--- config.mk ---
export PLATFORM = sky130hd
export DESIGN_NAME = priority_task_scheduler
export DESIGN_NICKNAME = d
export VERILOG_FILES = /design/src/hw/rtl/pts_pkg.sv /design/src/hw/rtl/pts_datapath.sv /design/src/hw/rtl/pts_ctrl.sv /design/src/hw/rtl/priority_task_scheduler.sv
export SDC_FILE = /design/constraint.sdc
export NUM_CORES = 1
export LEC_CHECK = 0
export ABC_AREA = 1
export ABC_CLOCK_PERIOD_IN_PS = 7300
export BUFFER_PORTS_ARGS = -buffer_cell sky130_fd_sc_hd__buf_2
export CORE_MARGIN = 2
export CORE_UTILIZATION = 40
export CTS_CLUSTER_DIAMETER = 150
export DETAILED_ROUTE_END_ITERATION = 16
export PLACE_DENSITY = 0.59
export SYNTH_ARGS = -nofsm -noshare
export SYNTH_HDL_FRONTEND = slang
export SYNTH_SLANG_ARGS = --single-unit
export TNS_END_PERCENT = 30
--- constraint.sdc ---
create_clock -name clk -period 7.3 [get_ports clk]
set_input_delay 1.825 -clock clk [delete_from_list [all_inputs] [get_ports clk]]
set_output_delay 1.825 -clock clk [all_outputs]
set_load 0.01 [all_outputs]
--- src/hw/rtl/pts_pkg.sv ---
// Shared constants, codes and controller/datapath interface types of the task scheduler.
package pts_pkg;

	localparam int TASK_SLOTS  = 16;
	localparam int PRIO_LEVELS = 8;
	localparam int TASK_W      = $clog2(TASK_SLOTS);
	localparam int PRIO_W      = $clog2(PRIO_LEVELS);

	typedef enum logic [2:0] {
		MODE_CREATE    = 3'd0,
		MODE_START     = 3'd1,
		MODE_YIELD     = 3'd2,
		MODE_SUSPEND   = 3'd3,
		MODE_RESUME    = 3'd4,
		MODE_TERMINATE = 3'd5,
		MODE_SET_PRIO  = 3'd6,
		MODE_QUERY     = 3'd7
	} mode_t;

	typedef enum logic [1:0] {
		ST_DORMANT   = 2'd0,
		ST_READY     = 2'd1,
		ST_SUSPENDED = 2'd2
	} slot_state_t;

	typedef enum logic [1:0] {
		STS_OK      = 2'd0,
		STS_NO_TASK = 2'd1,
		STS_NO_FREE = 2'd2,
		STS_ILLEGAL = 2'd3
	} status_t;

	typedef struct packed {
		logic        capture;
		logic        set_code;
		status_t     code;
		logic        res_zero;
		logic        res_free;
		logic        wr_state;
		slot_state_t state_val;
		logic        wr_prio;
		logic        remove;
		logic        append;
		logic        app_cur;
		logic        pick;
		logic        set_on;
		logic        query;
		logic        load_out;
	} dp_cmd_t;

	typedef struct packed {
		mode_t       mode;
		logic        id_bad;
		slot_state_t tgt_state;
		logic        running_target;
		logic        sched_on;
		logic        busy;
		logic        cur_ready;
		logic        free_found;
	} dp_sts_t;

endpackage

--- src/hw/rtl/pts_datapath.sv ---
// Task table, linked ready queues, pick logic and result registers.
module pts_datapath (
	input  logic                  clk,
	input  logic                  arst_n,
	input  pts_pkg::dp_cmd_t      cmd,
	output pts_pkg::dp_sts_t      sts,
	input  logic [2:0]            mode,
	input  logic [3:0]            task_id,
	input  logic [2:0]            priority_req,
	output logic [1:0]            status_code,
	output logic [3:0]            result_task,
	output logic [3:0]            running_task,
	output logic                  switched,
	output logic                  none_ready,
	output logic [1:0]            task_state_out,
	output logic [2:0]            task_prio_out
);

	localparam int TW = pts_pkg::TASK_W;
	localparam int PW = pts_pkg::PRIO_W;

	pts_pkg::mode_t       mode_q;
	logic [3:0]           id_q;
	logic [PW-1:0]        pr_q;
	logic [TW-1:0]        tgt_q;

	pts_pkg::slot_state_t state_q [pts_pkg::TASK_SLOTS];
	logic [PW-1:0]        prio_q  [pts_pkg::TASK_SLOTS];
	logic [TW-1:0]        next_q  [pts_pkg::TASK_SLOTS];
	logic [TW-1:0]        prev_q  [pts_pkg::TASK_SLOTS];
	logic [TW-1:0]        head_q  [pts_pkg::PRIO_LEVELS];
	logic [TW-1:0]        tail_q  [pts_pkg::PRIO_LEVELS];
	logic [pts_pkg::PRIO_LEVELS-1:0] ne_q;
	logic [TW-1:0]        cur_q;
	logic                 on_q;
	logic                 busy_q;

	pts_pkg::status_t     code_q;
	logic [3:0]           res_q;
	logic                 sw_q;
	logic                 none_q;
	pts_pkg::slot_state_t qs_q;
	logic [PW-1:0]        qp_q;

	logic [PW-1:0]        pr_sat;
	logic [TW-1:0]        id_idx;
	logic [TW-1:0]        free_idx;
	logic                 free_found;
	logic [TW-1:0]        tgt_d;
	logic [TW-1:0]        at_t;
	logic [PW-1:0]        ap_p;
	logic [TW-1:0]        ap_tl;
	logic [TW-1:0]        rm_t;
	logic [PW-1:0]        rm_p;
	logic [PW-1:0]        pk_p;
	logic                 pk_found;
	logic [TW-1:0]        pk_h;
	logic                 running_target;

	always_comb begin
		if (int'(priority_req) >= pts_pkg::PRIO_LEVELS) begin
			pr_sat = PW'(pts_pkg::PRIO_LEVELS - 1);
		end else begin
			pr_sat = PW'(priority_req);
		end
	end

	assign id_idx = TW'(id_q);

	// lowest dormant slot
	always_comb begin
		free_found = 1'b0;
		free_idx   = '0;
		for (int i = pts_pkg::TASK_SLOTS - 1; i >= 0; i--) begin
			if (state_q[i] == pts_pkg::ST_DORMANT) begin
				free_found = 1'b1;
				free_idx   = TW'(i);
			end
		end
	end

	// highest non-empty queue
	always_comb begin
		pk_found = 1'b0;
		pk_p     = '0;
		for (int i = 0; i < pts_pkg::PRIO_LEVELS; i++) begin
			if (ne_q[i]) begin
				pk_found = 1'b1;
				pk_p     = PW'(i);
			end
		end
	end

	assign pk_h  = head_q[pk_p];
	assign tgt_d = (mode_q == pts_pkg::MODE_CREATE) ? free_idx : id_idx;
	assign at_t  = cmd.app_cur ? cur_q : tgt_q;
	assign ap_p  = prio_q[at_t];
	assign ap_tl = tail_q[ap_p];
	assign rm_t  = id_idx;
	assign rm_p  = prio_q[rm_t];
	assign running_target = on_q && busy_q && (id_idx == cur_q);

	assign sts.mode           = mode_q;
	assign sts.id_bad         = (int'(id_q) >= pts_pkg::TASK_SLOTS);
	assign sts.tgt_state      = state_q[id_idx];
	assign sts.running_target = running_target;
	assign sts.sched_on       = on_q;
	assign sts.busy           = busy_q;
	assign sts.cur_ready      = (state_q[cur_q] == pts_pkg::ST_READY);
	assign sts.free_found     = free_found;

	// command word and target slot
	always_ff @(posedge clk) begin
		if (cmd.capture) begin
			mode_q <= pts_pkg::mode_t'(mode);
			id_q   <= task_id;
			pr_q   <= pr_sat;
		end
		// hold the slot that a later append works on
		if (cmd.wr_state || cmd.wr_prio) begin
			tgt_q <= tgt_d;
		end
	end

	always_ff @(posedge clk or negedge arst_n) begin
		if (!arst_n) begin
			code_q <= pts_pkg::STS_OK;
			res_q  <= '0;
			sw_q   <= 1'b0;
			none_q <= 1'b0;
			qs_q   <= pts_pkg::ST_DORMANT;
			qp_q   <= '0;
		end else begin
			if (cmd.capture) begin
				code_q <= pts_pkg::STS_OK;
				res_q  <= task_id;
				sw_q   <= 1'b0;
				none_q <= 1'b0;
				qs_q   <= pts_pkg::ST_DORMANT;
				qp_q   <= '0;
			end
			if (cmd.set_code) begin
				code_q <= cmd.code;
			end
			if (cmd.res_zero) begin
				res_q <= '0;
			end
			if (cmd.res_free) begin
				res_q <= 4'(free_idx);
			end
			if (cmd.query) begin
				qs_q <= state_q[id_idx];
				qp_q <= prio_q[id_idx];
			end
			if (cmd.pick) begin
				if (pk_found) begin
					sw_q <= !busy_q || (pk_h != cur_q);
				end else begin
					sw_q   <= busy_q;
					none_q <= 1'b1;
				end
			end
		end
	end

	// slot table and scheduler flags
	always_ff @(posedge clk or negedge arst_n) begin
		if (!arst_n) begin
			for (int i = 0; i < pts_pkg::TASK_SLOTS; i++) begin
				state_q[i] <= pts_pkg::ST_DORMANT;
				prio_q[i]  <= '0;
			end
			cur_q  <= '0;
			on_q   <= 1'b0;
			busy_q <= 1'b0;
		end else begin
			if (cmd.wr_state) begin
				state_q[tgt_d] <= cmd.state_val;
			end
			if (cmd.wr_prio) begin
				prio_q[tgt_d] <= pr_q;
			end
			if (cmd.set_on) begin
				on_q <= 1'b1;
			end
			if (cmd.pick) begin
				busy_q <= pk_found;
				if (pk_found) begin
					cur_q <= pk_h;
				end
			end
		end
	end

	always_ff @(posedge clk or negedge arst_n) begin
		if (!arst_n) begin
			ne_q <= '0;
		end else if (cmd.append) begin
			ne_q[ap_p] <= 1'b1;
		end else if (cmd.remove) begin
			if (ne_q[rm_p] && head_q[rm_p] == rm_t && head_q[rm_p] == tail_q[rm_p]) begin
				ne_q[rm_p] <= 1'b0;
			end
		end else if (cmd.pick && pk_found) begin
			if (pk_h == tail_q[pk_p]) begin
				ne_q[pk_p] <= 1'b0;
			end
		end
	end

	// links and queue ends
	always_ff @(posedge clk) begin
		if (cmd.append) begin
			tail_q[ap_p] <= at_t;
			if (!ne_q[ap_p]) begin
				head_q[ap_p] <= at_t;
			end else begin
				next_q[ap_tl] <= at_t;
				prev_q[at_t]  <= ap_tl;
			end
		end else if (cmd.remove) begin
			if (ne_q[rm_p]) begin
				if (head_q[rm_p] == rm_t) begin
					if (head_q[rm_p] != tail_q[rm_p]) begin
						head_q[rm_p] <= next_q[rm_t];
					end
				end else if (tail_q[rm_p] == rm_t) begin
					tail_q[rm_p] <= prev_q[rm_t];
				end else begin
					next_q[prev_q[rm_t]] <= next_q[rm_t];
					prev_q[next_q[rm_t]] <= prev_q[rm_t];
				end
			end
		end else if (cmd.pick && pk_found) begin
			if (pk_h != tail_q[pk_p]) begin
				head_q[pk_p] <= next_q[pk_h];
			end
		end
	end

	// output register
	always_ff @(posedge clk) begin
		if (cmd.load_out) begin
			status_code    <= code_q;
			result_task    <= res_q;
			running_task   <= 4'(cur_q);
			switched       <= sw_q;
			none_ready     <= none_q;
			task_state_out <= qs_q;
			task_prio_out  <= 3'(qp_q);
		end
	end

endmodule

--- src/hw/rtl/pts_ctrl.sv ---
// Command sequencer: decodes a word and steps the datapath through unlink, append and pick.
module pts_ctrl (
	input  logic                  clk,
	input  logic                  arst_n,
	input  logic                  in_valid,
	output logic                  in_stall,
	output logic                  out_valid,
	input  logic                  out_stall,
	input  pts_pkg::dp_sts_t      sts,
	output pts_pkg::dp_cmd_t      cmd
);

	typedef enum logic [2:0] {
		S_IDLE,
		S_DECIDE,
		S_APPEND,
		S_YAPP,
		S_PICK,
		S_OUT
	} state_t;

	state_t state_q;
	state_t state_d;
	logic   yield_q;
	logic   yield_d;
	logic   out_valid_q;

	assign out_valid = out_valid_q;
	assign in_stall  = (state_q != S_IDLE);

	always_comb begin
		cmd       = '0;
		cmd.code  = pts_pkg::STS_OK;
		cmd.state_val = pts_pkg::ST_DORMANT;
		state_d   = state_q;
		yield_d   = yield_q;
		case (state_q)
			S_IDLE: begin
				if (in_valid) begin
					cmd.capture = 1'b1;
					state_d     = S_DECIDE;
				end
			end
			S_DECIDE: begin
				state_d = S_OUT;
				if (sts.id_bad && sts.mode != pts_pkg::MODE_CREATE &&
				    sts.mode != pts_pkg::MODE_START && sts.mode != pts_pkg::MODE_YIELD) begin
					cmd.set_code = 1'b1;
					cmd.code     = pts_pkg::STS_NO_TASK;
				end else begin
					case (sts.mode)
						pts_pkg::MODE_CREATE: begin
							if (sts.free_found) begin
								cmd.wr_state  = 1'b1;
								cmd.state_val = pts_pkg::ST_READY;
								cmd.wr_prio   = 1'b1;
								cmd.res_free  = 1'b1;
								yield_d       = 1'b0;
								state_d       = S_APPEND;
							end else begin
								cmd.set_code = 1'b1;
								cmd.code     = pts_pkg::STS_NO_FREE;
								cmd.res_zero = 1'b1;
							end
						end
						pts_pkg::MODE_START: begin
							if (sts.sched_on) begin
								cmd.set_code = 1'b1;
								cmd.code     = pts_pkg::STS_ILLEGAL;
							end else begin
								cmd.set_on = 1'b1;
								state_d    = S_PICK;
							end
						end
						pts_pkg::MODE_YIELD: begin
							state_d = sts.sched_on ? S_YAPP : S_OUT;
						end
						pts_pkg::MODE_SUSPEND: begin
							if (sts.running_target || sts.tgt_state == pts_pkg::ST_READY) begin
								cmd.remove    = !sts.running_target;
								cmd.wr_state  = 1'b1;
								cmd.state_val = pts_pkg::ST_SUSPENDED;
								state_d       = sts.sched_on ? S_YAPP : S_OUT;
							end else begin
								cmd.set_code = 1'b1;
								cmd.code     = pts_pkg::STS_ILLEGAL;
							end
						end
						pts_pkg::MODE_RESUME: begin
							if (sts.tgt_state != pts_pkg::ST_SUSPENDED) begin
								cmd.set_code = 1'b1;
								cmd.code     = pts_pkg::STS_ILLEGAL;
							end else begin
								cmd.wr_state  = 1'b1;
								cmd.state_val = pts_pkg::ST_READY;
								yield_d       = 1'b1;
								state_d       = S_APPEND;
							end
						end
						pts_pkg::MODE_TERMINATE: begin
							if (sts.tgt_state != pts_pkg::ST_DORMANT) begin
								cmd.remove    = (sts.tgt_state == pts_pkg::ST_READY) &&
								                !sts.running_target;
								cmd.wr_state  = 1'b1;
								cmd.state_val = pts_pkg::ST_DORMANT;
								state_d       = sts.sched_on ? S_YAPP : S_OUT;
							end
						end
						pts_pkg::MODE_SET_PRIO: begin
							if (sts.tgt_state != pts_pkg::ST_READY) begin
								cmd.set_code = 1'b1;
								cmd.code     = pts_pkg::STS_ILLEGAL;
							end else if (!sts.running_target) begin
								cmd.remove  = 1'b1;
								cmd.wr_prio = 1'b1;
								yield_d     = 1'b0;
								state_d     = S_APPEND;
							end else begin
								cmd.wr_prio = 1'b1;
								state_d     = sts.sched_on ? S_YAPP : S_OUT;
							end
						end
						default: begin
							cmd.query = 1'b1;
						end
					endcase
				end
			end
			S_APPEND: begin
				cmd.append = 1'b1;
				state_d    = (yield_q && sts.sched_on) ? S_YAPP : S_OUT;
			end
			S_YAPP: begin
				// requeue the running task, if any and still ready, before the pick
				if (sts.busy && sts.cur_ready) begin
					cmd.append  = 1'b1;
					cmd.app_cur = 1'b1;
				end
				state_d = S_PICK;
			end
			S_PICK: begin
				cmd.pick = 1'b1;
				state_d  = S_OUT;
			end
			S_OUT: begin
				if (!out_valid_q || !out_stall) begin
					cmd.load_out = 1'b1;
					state_d      = S_IDLE;
				end
			end
			default: begin
				state_d = S_IDLE;
			end
		endcase
	end

	always_ff @(posedge clk or negedge arst_n) begin
		if (!arst_n) begin
			state_q     <= S_IDLE;
			yield_q     <= 1'b0;
			out_valid_q <= 1'b0;
		end else begin
			state_q <= state_d;
			yield_q <= yield_d;
			if (cmd.load_out) begin
				out_valid_q <= 1'b1;
			end else if (!out_stall) begin
				out_valid_q <= 1'b0;
			end
		end
	end

	a_accept_decides: assert property (@(posedge clk) disable iff (!arst_n)
		in_valid && !in_stall |=> state_q == S_DECIDE)
		else $error("accepted word did not reach decode");

	a_load_free: assert property (@(posedge clk) disable iff (!arst_n)
		cmd.load_out |-> (!out_valid_q || !out_stall))
		else $error("result overwrote a waiting word");

	a_pick_on: assert property (@(posedge clk) disable iff (!arst_n)
		cmd.pick |-> sts.sched_on)
		else $error("pick while scheduler stopped");

	a_rise_from_out: assert property (@(posedge clk) disable iff (!arst_n)
		$rose(out_valid_q) |-> $past(state_q == S_OUT))
		else $error("result shown outside the output step");

endmodule

--- src/hw/rtl/priority_task_scheduler.sv ---
// Top level: one command word in, one result word out per command.
// After a command is accepted it passes decode, optional append, optional requeue of the
// running task and optional pick; its result is then registered in the output step.
// Input stalls until the result is loaded; loading waits while a shown word is stalled.
// Reset: arst_n clears all slots to dormant, priorities to zero, queues empty, scheduler stopped.
module priority_task_scheduler (
	input  logic       clk,
	input  logic       arst_n,
	input  logic       in_valid,
	output logic       in_stall,
	input  logic [2:0] mode,
	input  logic [3:0] task_id,
	input  logic [2:0] priority_req,
	output logic       out_valid,
	input  logic       out_stall,
	output logic [1:0] status_code,
	output logic [3:0] result_task,
	output logic [3:0] running_task,
	output logic       switched,
	output logic       none_ready,
	output logic [1:0] task_state_out,
	output logic [2:0] task_prio_out
);

	pts_pkg::dp_cmd_t cmd;
	pts_pkg::dp_sts_t sts;

	pts_ctrl u_ctrl (
		.clk       (clk),
		.arst_n    (arst_n),
		.in_valid  (in_valid),
		.in_stall  (in_stall),
		.out_valid (out_valid),
		.out_stall (out_stall),
		.sts       (sts),
		.cmd       (cmd)
	);

	pts_datapath u_dp (
		.clk            (clk),
		.arst_n         (arst_n),
		.cmd            (cmd),
		.sts            (sts),
		.mode           (mode),
		.task_id        (task_id),
		.priority_req   (priority_req),
		.status_code    (status_code),
		.result_task    (result_task),
		.running_task   (running_task),
		.switched       (switched),
		.none_ready     (none_ready),
		.task_state_out (task_state_out),
		.task_prio_out  (task_prio_out)
	);

endmodule
# Yosys cells after proc, flatten, opt, wreduce, memory -nomap -nowiden
# Memories as Yosys holds them, arrays and structs flattened. A register that Yosys moved wholly into a read port is not among the register bits.
# Index checks and enable logic that the tools add are counted.
# W data, S select, Z words.
[classes] n_mux=195 n_eq_ne=31 bitwise=9 order_cmp=11 n_reduce_logical=57
[op_table] op="$mux W4" count=31
[op_table] op="$mux W3" count=31
[op_table] op="$mux W1" count=91
[op_table] op="$bwmux W48" count=1
[op_table] op="$mux W8" count=5
[op_table] op="$bwmux W32" count=1
[op_table] op="$logic_not A2 Y1" count=16
[op_table] op="$mux W2" count=14
[op_table] op="$bmux W3 S4" count=2
[op_table] op="$pmux W3 S7" count=1
[op_table] op="$eq A4 B4 Y1" count=5
[op_table] op="$ge A5 B5 Y1 const B" count=4
[op_table] op="$not A4 Y5" count=4
[op_table] op="$reduce_or A4 Y1" count=5
[op_table] op="$pmux W3 S6" count=1
[op_table] op="$and A8 B8 Y8" count=2
[op_table] op="$bmux W2 S4" count=2
[op_table] op="$not A8 Y8" count=2
[op_table] op="$eq A3 B3 Y1 const B" count=5
[op_table] op="$pmux W3 S5" count=1
[op_table] op="$reduce_bool A3 Y1" count=5
[op_table] op="$demux W3 S4" count=1
[op_table] op="$eq A3 B2 Y1 const B" count=4
[op_table] op="$logic_and A1 B1 Y1" count=12
[op_table] op="26 further kinds" count=57
[word_totals] n_memories=4 elab_cells=363 ramBits=192 out_inout_bits=19 register_bits=143
[memory_table] memory="u_dp.next_q" words=16 width=4 rd=2 rd_ports_with_merged_regs=1 write_ports=1 line_no="pts_datapath.sv:29" text="logic [TW-1:0] next_q [pts_pkg::TASK_SLOTS];"
[memory_table] memory="u_dp.prev_q" words=16 width=4 rd=1 rd_ports_with_merged_regs=1 write_ports=1 line_no="pts_datapath.sv:30" text="logic [TW-1:0] prev_q [pts_pkg::TASK_SLOTS];"
[memory_table] memory="u_dp.head_q" words=8 width=4 rd=2 rd_ports_with_merged_regs=0 write_ports=1 line_no="pts_datapath.sv:31" text="logic [TW-1:0] head_q [pts_pkg::PRIO_LEVELS];"
[memory_table] memory="u_dp.tail_q" words=8 width=4 rd=3 rd_ports_with_merged_regs=0 write_ports=1 line_no="pts_datapath.sv:32" text="logic [TW-1:0] tail_q [pts_pkg::PRIO_LEVELS];"

# Logic depth before layout (Yosys ltp)
[logic_depth] word_depth=26 ltp_mapped=28 ltp_nobuf=25

# Hierarchy
# A second synthesis with hierarchy kept.
[unflattened] cells_unflattened=2290 area_unflattened_um2=18667.9
[modules_own_cells] module="pts_datapath" cells_each=2156 n_inst=1 area_per_inst_um2=17966.0
[modules_own_cells] module="pts_ctrl" cells_each=134 n_inst=1 area_per_inst_um2=701.9

# Least setup slack after synthesis
# OpenSTA, ideal clock, no wires.
[synth_timing] path_type="register -> register" startpoint="register u_dp.cur_q[0]" endpoint="memory u_dp.next_q[13][0] in the netlist's numbering (enable)" t_required_ns=6.971 period_less_slack_ns=3.393 setup_ns=0.329 path_slack_ns=3.907 path_buffers=3 arrival_ns=3.064 stages_incl_launch_ff=25 cell_sequence="dfrtp_1 -> inv_2 -> buf_4 -> nand3b_1 -> nand3_1 -> nand3_1 -> nand3_2 -> nand3_4 -> nand2_1 -> inv_1 -> nor2_4 -> buf_4 -> nand3_1 -> nand3_1 -> nand3_2 -> nand2_4 -> buf_6 -> nand2_1 -> nand3_1 -> nand2_1 -> nand2_1 -> nand2_1 -> a21oi_2 -> nand2_1 -> nor2_1"
[synth_via] elab_chain_len=19
[synth_rtl] item="start, declared" line_no="pts_datapath.sv:34" text="logic [TW-1:0] cur_q;"
[synth_rtl] item="start signal, assigned" line_no="pts_datapath.sv:189" text="cur_q <= pk_h;"
[synth_rtl] item="$not A4 Y5 (not written as such)" line_no="pts_datapath.sv:109" text="assign sts.cur_ready = (state_q[cur_q] == pts_pkg::ST_READY);"
[synth_rtl] item="$bmux W2 S4" line_no="pts_datapath.sv:109"
[synth_rtl] item="$mux W2 (not written as such) (2 in a row)" line_no="pts_datapath.sv:109"
[synth_rtl] item="$eq A2 B1 Y1" line_no="pts_datapath.sv:109"
[synth_rtl] item="$logic_and A1 B1 Y1" line_no="pts_ctrl.sv:135" text="if (sts.busy && sts.cur_ready) begin"
[synth_rtl] item="$mux W2" line_no="pts_ctrl.sv:135"
[synth_rtl] item="$mux W1" line_no="pts_ctrl.sv:37" text="case (state_q)"
[synth_rtl] item="$mux W4" line_no="pts_datapath.sv:96" text="assign at_t = cmd.app_cur ? cur_q : tgt_q;"
[synth_rtl] item="$not A4 Y5 (not written as such)" line_no="pts_datapath.sv:97" text="assign ap_p = prio_q[at_t];"
[synth_rtl] item="$bmux W3 S4" line_no="pts_datapath.sv:97"
[synth_rtl] item="$mux W3 (not written as such) (2 in a row)" line_no="pts_datapath.sv:97"
[synth_rtl] item="$bmux W1 S3" line_no="pts_datapath.sv:215" text="if (!ne_q[ap_p]) begin"
[synth_rtl] item="$mux W1 (not written as such)" line_no="pts_datapath.sv:215"
[synth_rtl] item="$mux W1" line_no="pts_datapath.sv:215"
[synth_rtl] item="$mux W1" line_no="pts_datapath.sv:213" text="if (cmd.append) begin"
[synth_rtl] item="$mux W1 (not written as such)" line_no="pts_datapath.sv:218" text="next_q[ap_tl] <= at_t;"
[synth_rtl] item="$mux W1 (no source line)"
[synth_rtl] item="end, declared" line_no="pts_datapath.sv:29"
# Several ways; a longest one is shown, not always the timed one. The select of a mux whose other input is x is not followed.

# Final worst setup path
[layout_timing] startpoint="register u_dp.ne_q[7] in the netlist's numbering" endpoint="memory u_dp.head_q[6][1] in the netlist's numbering (enable)"
[layout_via] elab_chain_len=10
[layout_rtl] item="start, declared" line_no="pts_datapath.sv:33" text="logic [pts_pkg::PRIO_LEVELS-1:0] ne_q;"
[layout_rtl] item="start signal, assigned" line_no="pts_datapath.sv:197" text="ne_q <= '0;"
[layout_rtl] item="start signal, assigned by index" line_no="pts_datapath.sv:199" text="ne_q[ap_p] <= 1'b1;"
[layout_rtl] item="start signal, assigned by index" line_no="pts_datapath.sv:202" text="ne_q[rm_p] <= 1'b0;"
[layout_rtl] item="$mux W3" line_no="pts_datapath.sv:87" text="if (ne_q[i]) begin"
[layout_rtl] item="$mem_v2 Z8 W4, on equally long branches"
[layout_rtl] item="$ne A4 B4 Y1" line_no="pts_datapath.sv:235" text="if (pk_h != tail_q[pk_p]) begin"
[layout_rtl] item="$mux W1" line_no="pts_datapath.sv:235"
[layout_rtl] item="$mux W1" line_no="pts_datapath.sv:234" text="end else if (cmd.pick && pk_found) begin"
[layout_rtl] item="$mux W1" line_no="pts_datapath.sv:221" text="end else if (cmd.remove) begin"
[layout_rtl] item="$mux W1" line_no="pts_datapath.sv:213"
[layout_rtl] item="$mux W1 (not written as such)" line_no="pts_datapath.sv:236" text="head_q[pk_p] <= next_q[pk_h];"
[layout_rtl] item="$reduce_or A4 Y1 (no source line)"
[layout_rtl] item="$mux W3 (no source line) / $mux W1 (equally long branches)"
[layout_rtl] item="end, declared" line_no="pts_datapath.sv:31"
# Several ways; a longest one is shown, not always the timed one. The select of a mux whose other input is x is not followed.

==> impl_summary.log <==
[metrics] total count of hold-check failures in the final report: 0
[metrics] initial DRC count: 1674
[metrics] total die area: 46890 sq um
[metrics] worst endpoint data arrival time: 5.94 ns
[metrics] remaining routing DRC violations: 0
[metrics] clock tree skew after final layout: 0.03581 ns
[metrics] cells after synthesis: 2097
[metrics] depth of the worst register-to-register path: 20
[metrics] count of vias placed by the detailed router: 15.59k
[metrics] Worst Max-Slew Pin Slew: 1.273 ns
[metrics] Detailed Routing Iterations Pass 1: 6
[metrics] overall power after layout: 0.009108 W
[metrics] quantity of gates resized following cts: 0
[metrics] count of inserted antenna diode cells: 0
[metrics] # rows: 77
[metrics] Filler Cell Count: 4348
[metrics] Wirelength per Cell: 20.76 microns
[metrics] count of input and output buffers: 32
[metrics] RSZ-0062 raised after global routing: false
[metrics] sequential cell area fraction in the yosys report: 53.01%
[metrics] run status: complete, no violations
[metrics] average cell area after synthesis: 8.618 sq um
[metrics] Setup CP Type: flip-flop to flip-flop
[metrics] Fmax: 0.1747 GHz
[metrics] Seq. cell area: 9580 sq um
[metrics] share of synthesized registers carrying an async set or reset: 33.04%
[metrics] Vias/cell: 5.725
[metrics] Final Slew Violations: 0
[metrics] power density of the placed cells: 456.0 nW/um^2
[metrics] required time reported for the critical path endpoint: 7.52 ns
[metrics] area leader, netlist: sky130_fd_sc_hd__edfxtp_1
[metrics] count of endpoints failing setup in the final report: 0
[metrics] startpoint type of the worst setup path: flip-flop
[metrics] clk_lat worst skew: 0.58 ns
[metrics] multi-input combinational cell area: 7430 sq um
[metrics] Synth Cell Area: 18070 sq um
[metrics] most frequent cells in the layout: sky130_fd_sc_hd__nand2_1, sky130_fd_sc_hd__nor2_1, sky130_fd_sc_hd__o21ai_0
[metrics] clock tree from TritonCTS: yes
[metrics] CTS Buf Count: 40
[metrics] Min Hold Slack: 0.4484 ns
[metrics] Post-synth EDFFs: 223
[metrics] endpoint kind of the worst setup timing path: flip-flop
[metrics] Max Cap Violations: 0
[metrics] initial standard-cell utilization of the core: 40.69%
[metrics] CTS hold repair buffers: 0
[metrics] core region area: 44410 sq um
[metrics] worst-case clock buffer depth: 3
[metrics] Detail Route Antenna Nets: 0
[metrics] total of warnings raised by yosys: 0
[metrics] clock period minus worst slack: 5.725 ns
[metrics] Worst Path Max Fanout: 38
[metrics] CTS sink count: 339
[metrics] number of cells on the worst hold path: 0
[metrics] Routability Congestion: 0.9595
[metrics] all-layer global routing usage: 23.97%
[metrics] detailed-route wire length: 56540 microns
[metrics] Vert. Die Dim: 216.6 microns
[metrics] total of flip-flops plus latches after synthesis: 339
[metrics] ys flop type: sky130_fd_sc_hd__edfxtp_1
[metrics] class of the worst hold path: flip-flop to flip-flop
[metrics] Slew Limit Headroom: 14.22%
[metrics] P&R area growth vs syn: 10.53%
[metrics] antenna violations before repair: 0
[metrics] global route total overflow: 0
[metrics] post-CTS clock slew at the launch and capture registers of the worst setup and hold paths: 0.06 ns
[metrics] Root Buffer: sky130_fd_sc_hd__clkbuf_16
[metrics] ratio of cells with drive above 1 in the final layout: 8.588%
[metrics] CTS HTree Levels: 2
[metrics] most frequent standard cell in the layout excluding fill and tap cells: sky130_fd_sc_hd__nand2_1
[metrics] number of top-level design ports: 33
[metrics] number of global-route vias before repair: 14.65k
[metrics] area share of the largest cell type after synthesis: 37.06%
[metrics] Leakage Power: 7.771 nW
[metrics] peak supply drop: 0.2356 mV
[metrics] Nets: 2113
[metrics] horizontal extent of the die: 216.6 microns
[metrics] number of buffers inserted to repair setup after CTS: 0
[metrics] maximum number of pins on one net before global-route repair: 83
[metrics] wire length of the first global-routing pass: 87260 microns
[metrics] post-detail-place hpwl: 39080 microns
[metrics] number of nets in the synthesized netlist: 2111
[metrics] Synth area leaders: sky130_fd_sc_hd__edfxtp_1, sky130_fd_sc_hd__dfrtp_1, sky130_fd_sc_hd__nand2_1
[metrics] library cells used by synthesis: 51
[metrics] setup_tns: 0 ns
[metrics] ratio of final minimum period to clock period: 78.43%
## worst paths after layout
path,endpoint,slack [ns],from
worst max-delay path,u_dp.head_q[6][1],1.57,u_dp.ne_q[7]
worst min-delay path,u_dp.result_task[1],0.45,u_dp.res_q[1]
worst max register to register,u_dp.head_q[6][1],1.57,u_dp.ne_q[7]
worst min register to register,u_dp.result_task[1],0.45,u_dp.res_q[1]
max in group asynchronous,u_ctrl.out_valid,4.66,arst_n
min in group asynchronous,u_dp.prio_q[44],1.20,arst_n
## cells by family after synthesis
family / count (synthesis) / share of synthesized area, %
XOR/XNOR: 12 / 0.5816
AO/OA/AOI/OAI: 440 / 14.17
flip-flops: 339 / 53.01
AND/OR/NAND/NOR: 1042 / 24.79
multiplexers: 28 / 1.551
buffers and inverters: 236 / 5.892
## Yosys cell counts, drive strengths merged, types with 3 or more instances
master   count
clkbuf      41
a31oi        6
o221ai      40
nor4         3
o211ai      24
o22ai       25
nand3      239
buf         51
nand3b      10
mux2i       28
inv        139
dfxtp        4
xnor2        3
nor2       264
o21ai      264
nor3        10
edfxtp     223
a21oi       61
dfrtp      112
xor2         9
a32o         3
o2111ai      3
a211oi       3
clkinv       5
nand2      509
nand4        5
o31ai        4
## worst max-delay path, stage by stage (launching register included)
cell and delay, ns:
sky130_fd_sc_hd__dfrtp_1 0.45, sky130_fd_sc_hd__nor2_2 0.51, sky130_fd_sc_hd__nand2_1 0.20, sky130_fd_sc_hd__nor2_1 0.27, sky130_fd_sc_hd__nand2_1 0.31, sky130_fd_sc_hd__o221ai_1 0.27, sky130_fd_sc_hd__inv_1 0.06, sky130_fd_sc_hd__nand2_1 0.05
sky130_fd_sc_hd__buf_4 0.43, sky130_fd_sc_hd__clkinv_1 0.69, sky130_fd_sc_hd__nand2_1 0.24, sky130_fd_sc_hd__nand2_1 0.08, sky130_fd_sc_hd__nor2_1 0.12, sky130_fd_sc_hd__nand3_1 0.11, sky130_fd_sc_hd__nand2_1 0.44, sky130_fd_sc_hd__inv_2 0.22
sky130_fd_sc_hd__nand2_1 0.10, sky130_fd_sc_hd__nand2_1 0.16, sky130_fd_sc_hd__nor2_1 0.17, sky130_fd_sc_hd__nand2_1 0.07, sky130_fd_sc_hd__a21oi_1 0.39
## registers in the layout (all words and copies together), names as in the netlist, 8 cells and up, named ones only
name          flops
u_dp.tail_q      32
u_dp.ne_q         8
u_dp.next_q      64
u_dp.prio_q      48
u_dp.state_q     32
u_dp.head_q      32
u_dp.prev_q      64
## power breakdown
part | switching (W) | internal, W | total (W)
clock | 0.000829 | 0.00125 | 0.00208
combinational | 0.00308 | 0.00113 | 0.00421
sequential | 0.000246 | 0.00258 | 0.00282
## routing by layer
layer | share of wire, % | GRT usage, %
met5 | 0 | 0
met4 | 3.0 | 8.721
met3 | 8.7 | 4.772
met2 | 44 | 37.20
met1 | 44 | 33.30
## through the flow
stage	utilization (%)	std cells	cell area [sq um]	setup WS (ns)
floorplan	-	2097	18070	3.907
global placement	41.90	2649	18610	1.874
detailed placement	41.90	2649	18610	1.864
CTS	44.97	2723	19970	1.833
global route	44.97	2723	19970	1.202
finish	44.97	2723	19970	1.575
## area by class of cell
| cell class | count | share of cell area (%) |
|---|---|---|
| clock buffers | 48 | 5.425 |
| inverters | 144 | 2.731 |
| well taps | 592 | 3.708 |
| clock inverters | 26 | 1.409 |
| flip-flops and latches | 339 | 47.96 |
| repair buffers | 52 | 1.566 |
| multi-input cells | 1522 | 37.20 |
Note: power is estimated with default switching activity, not from simulation.
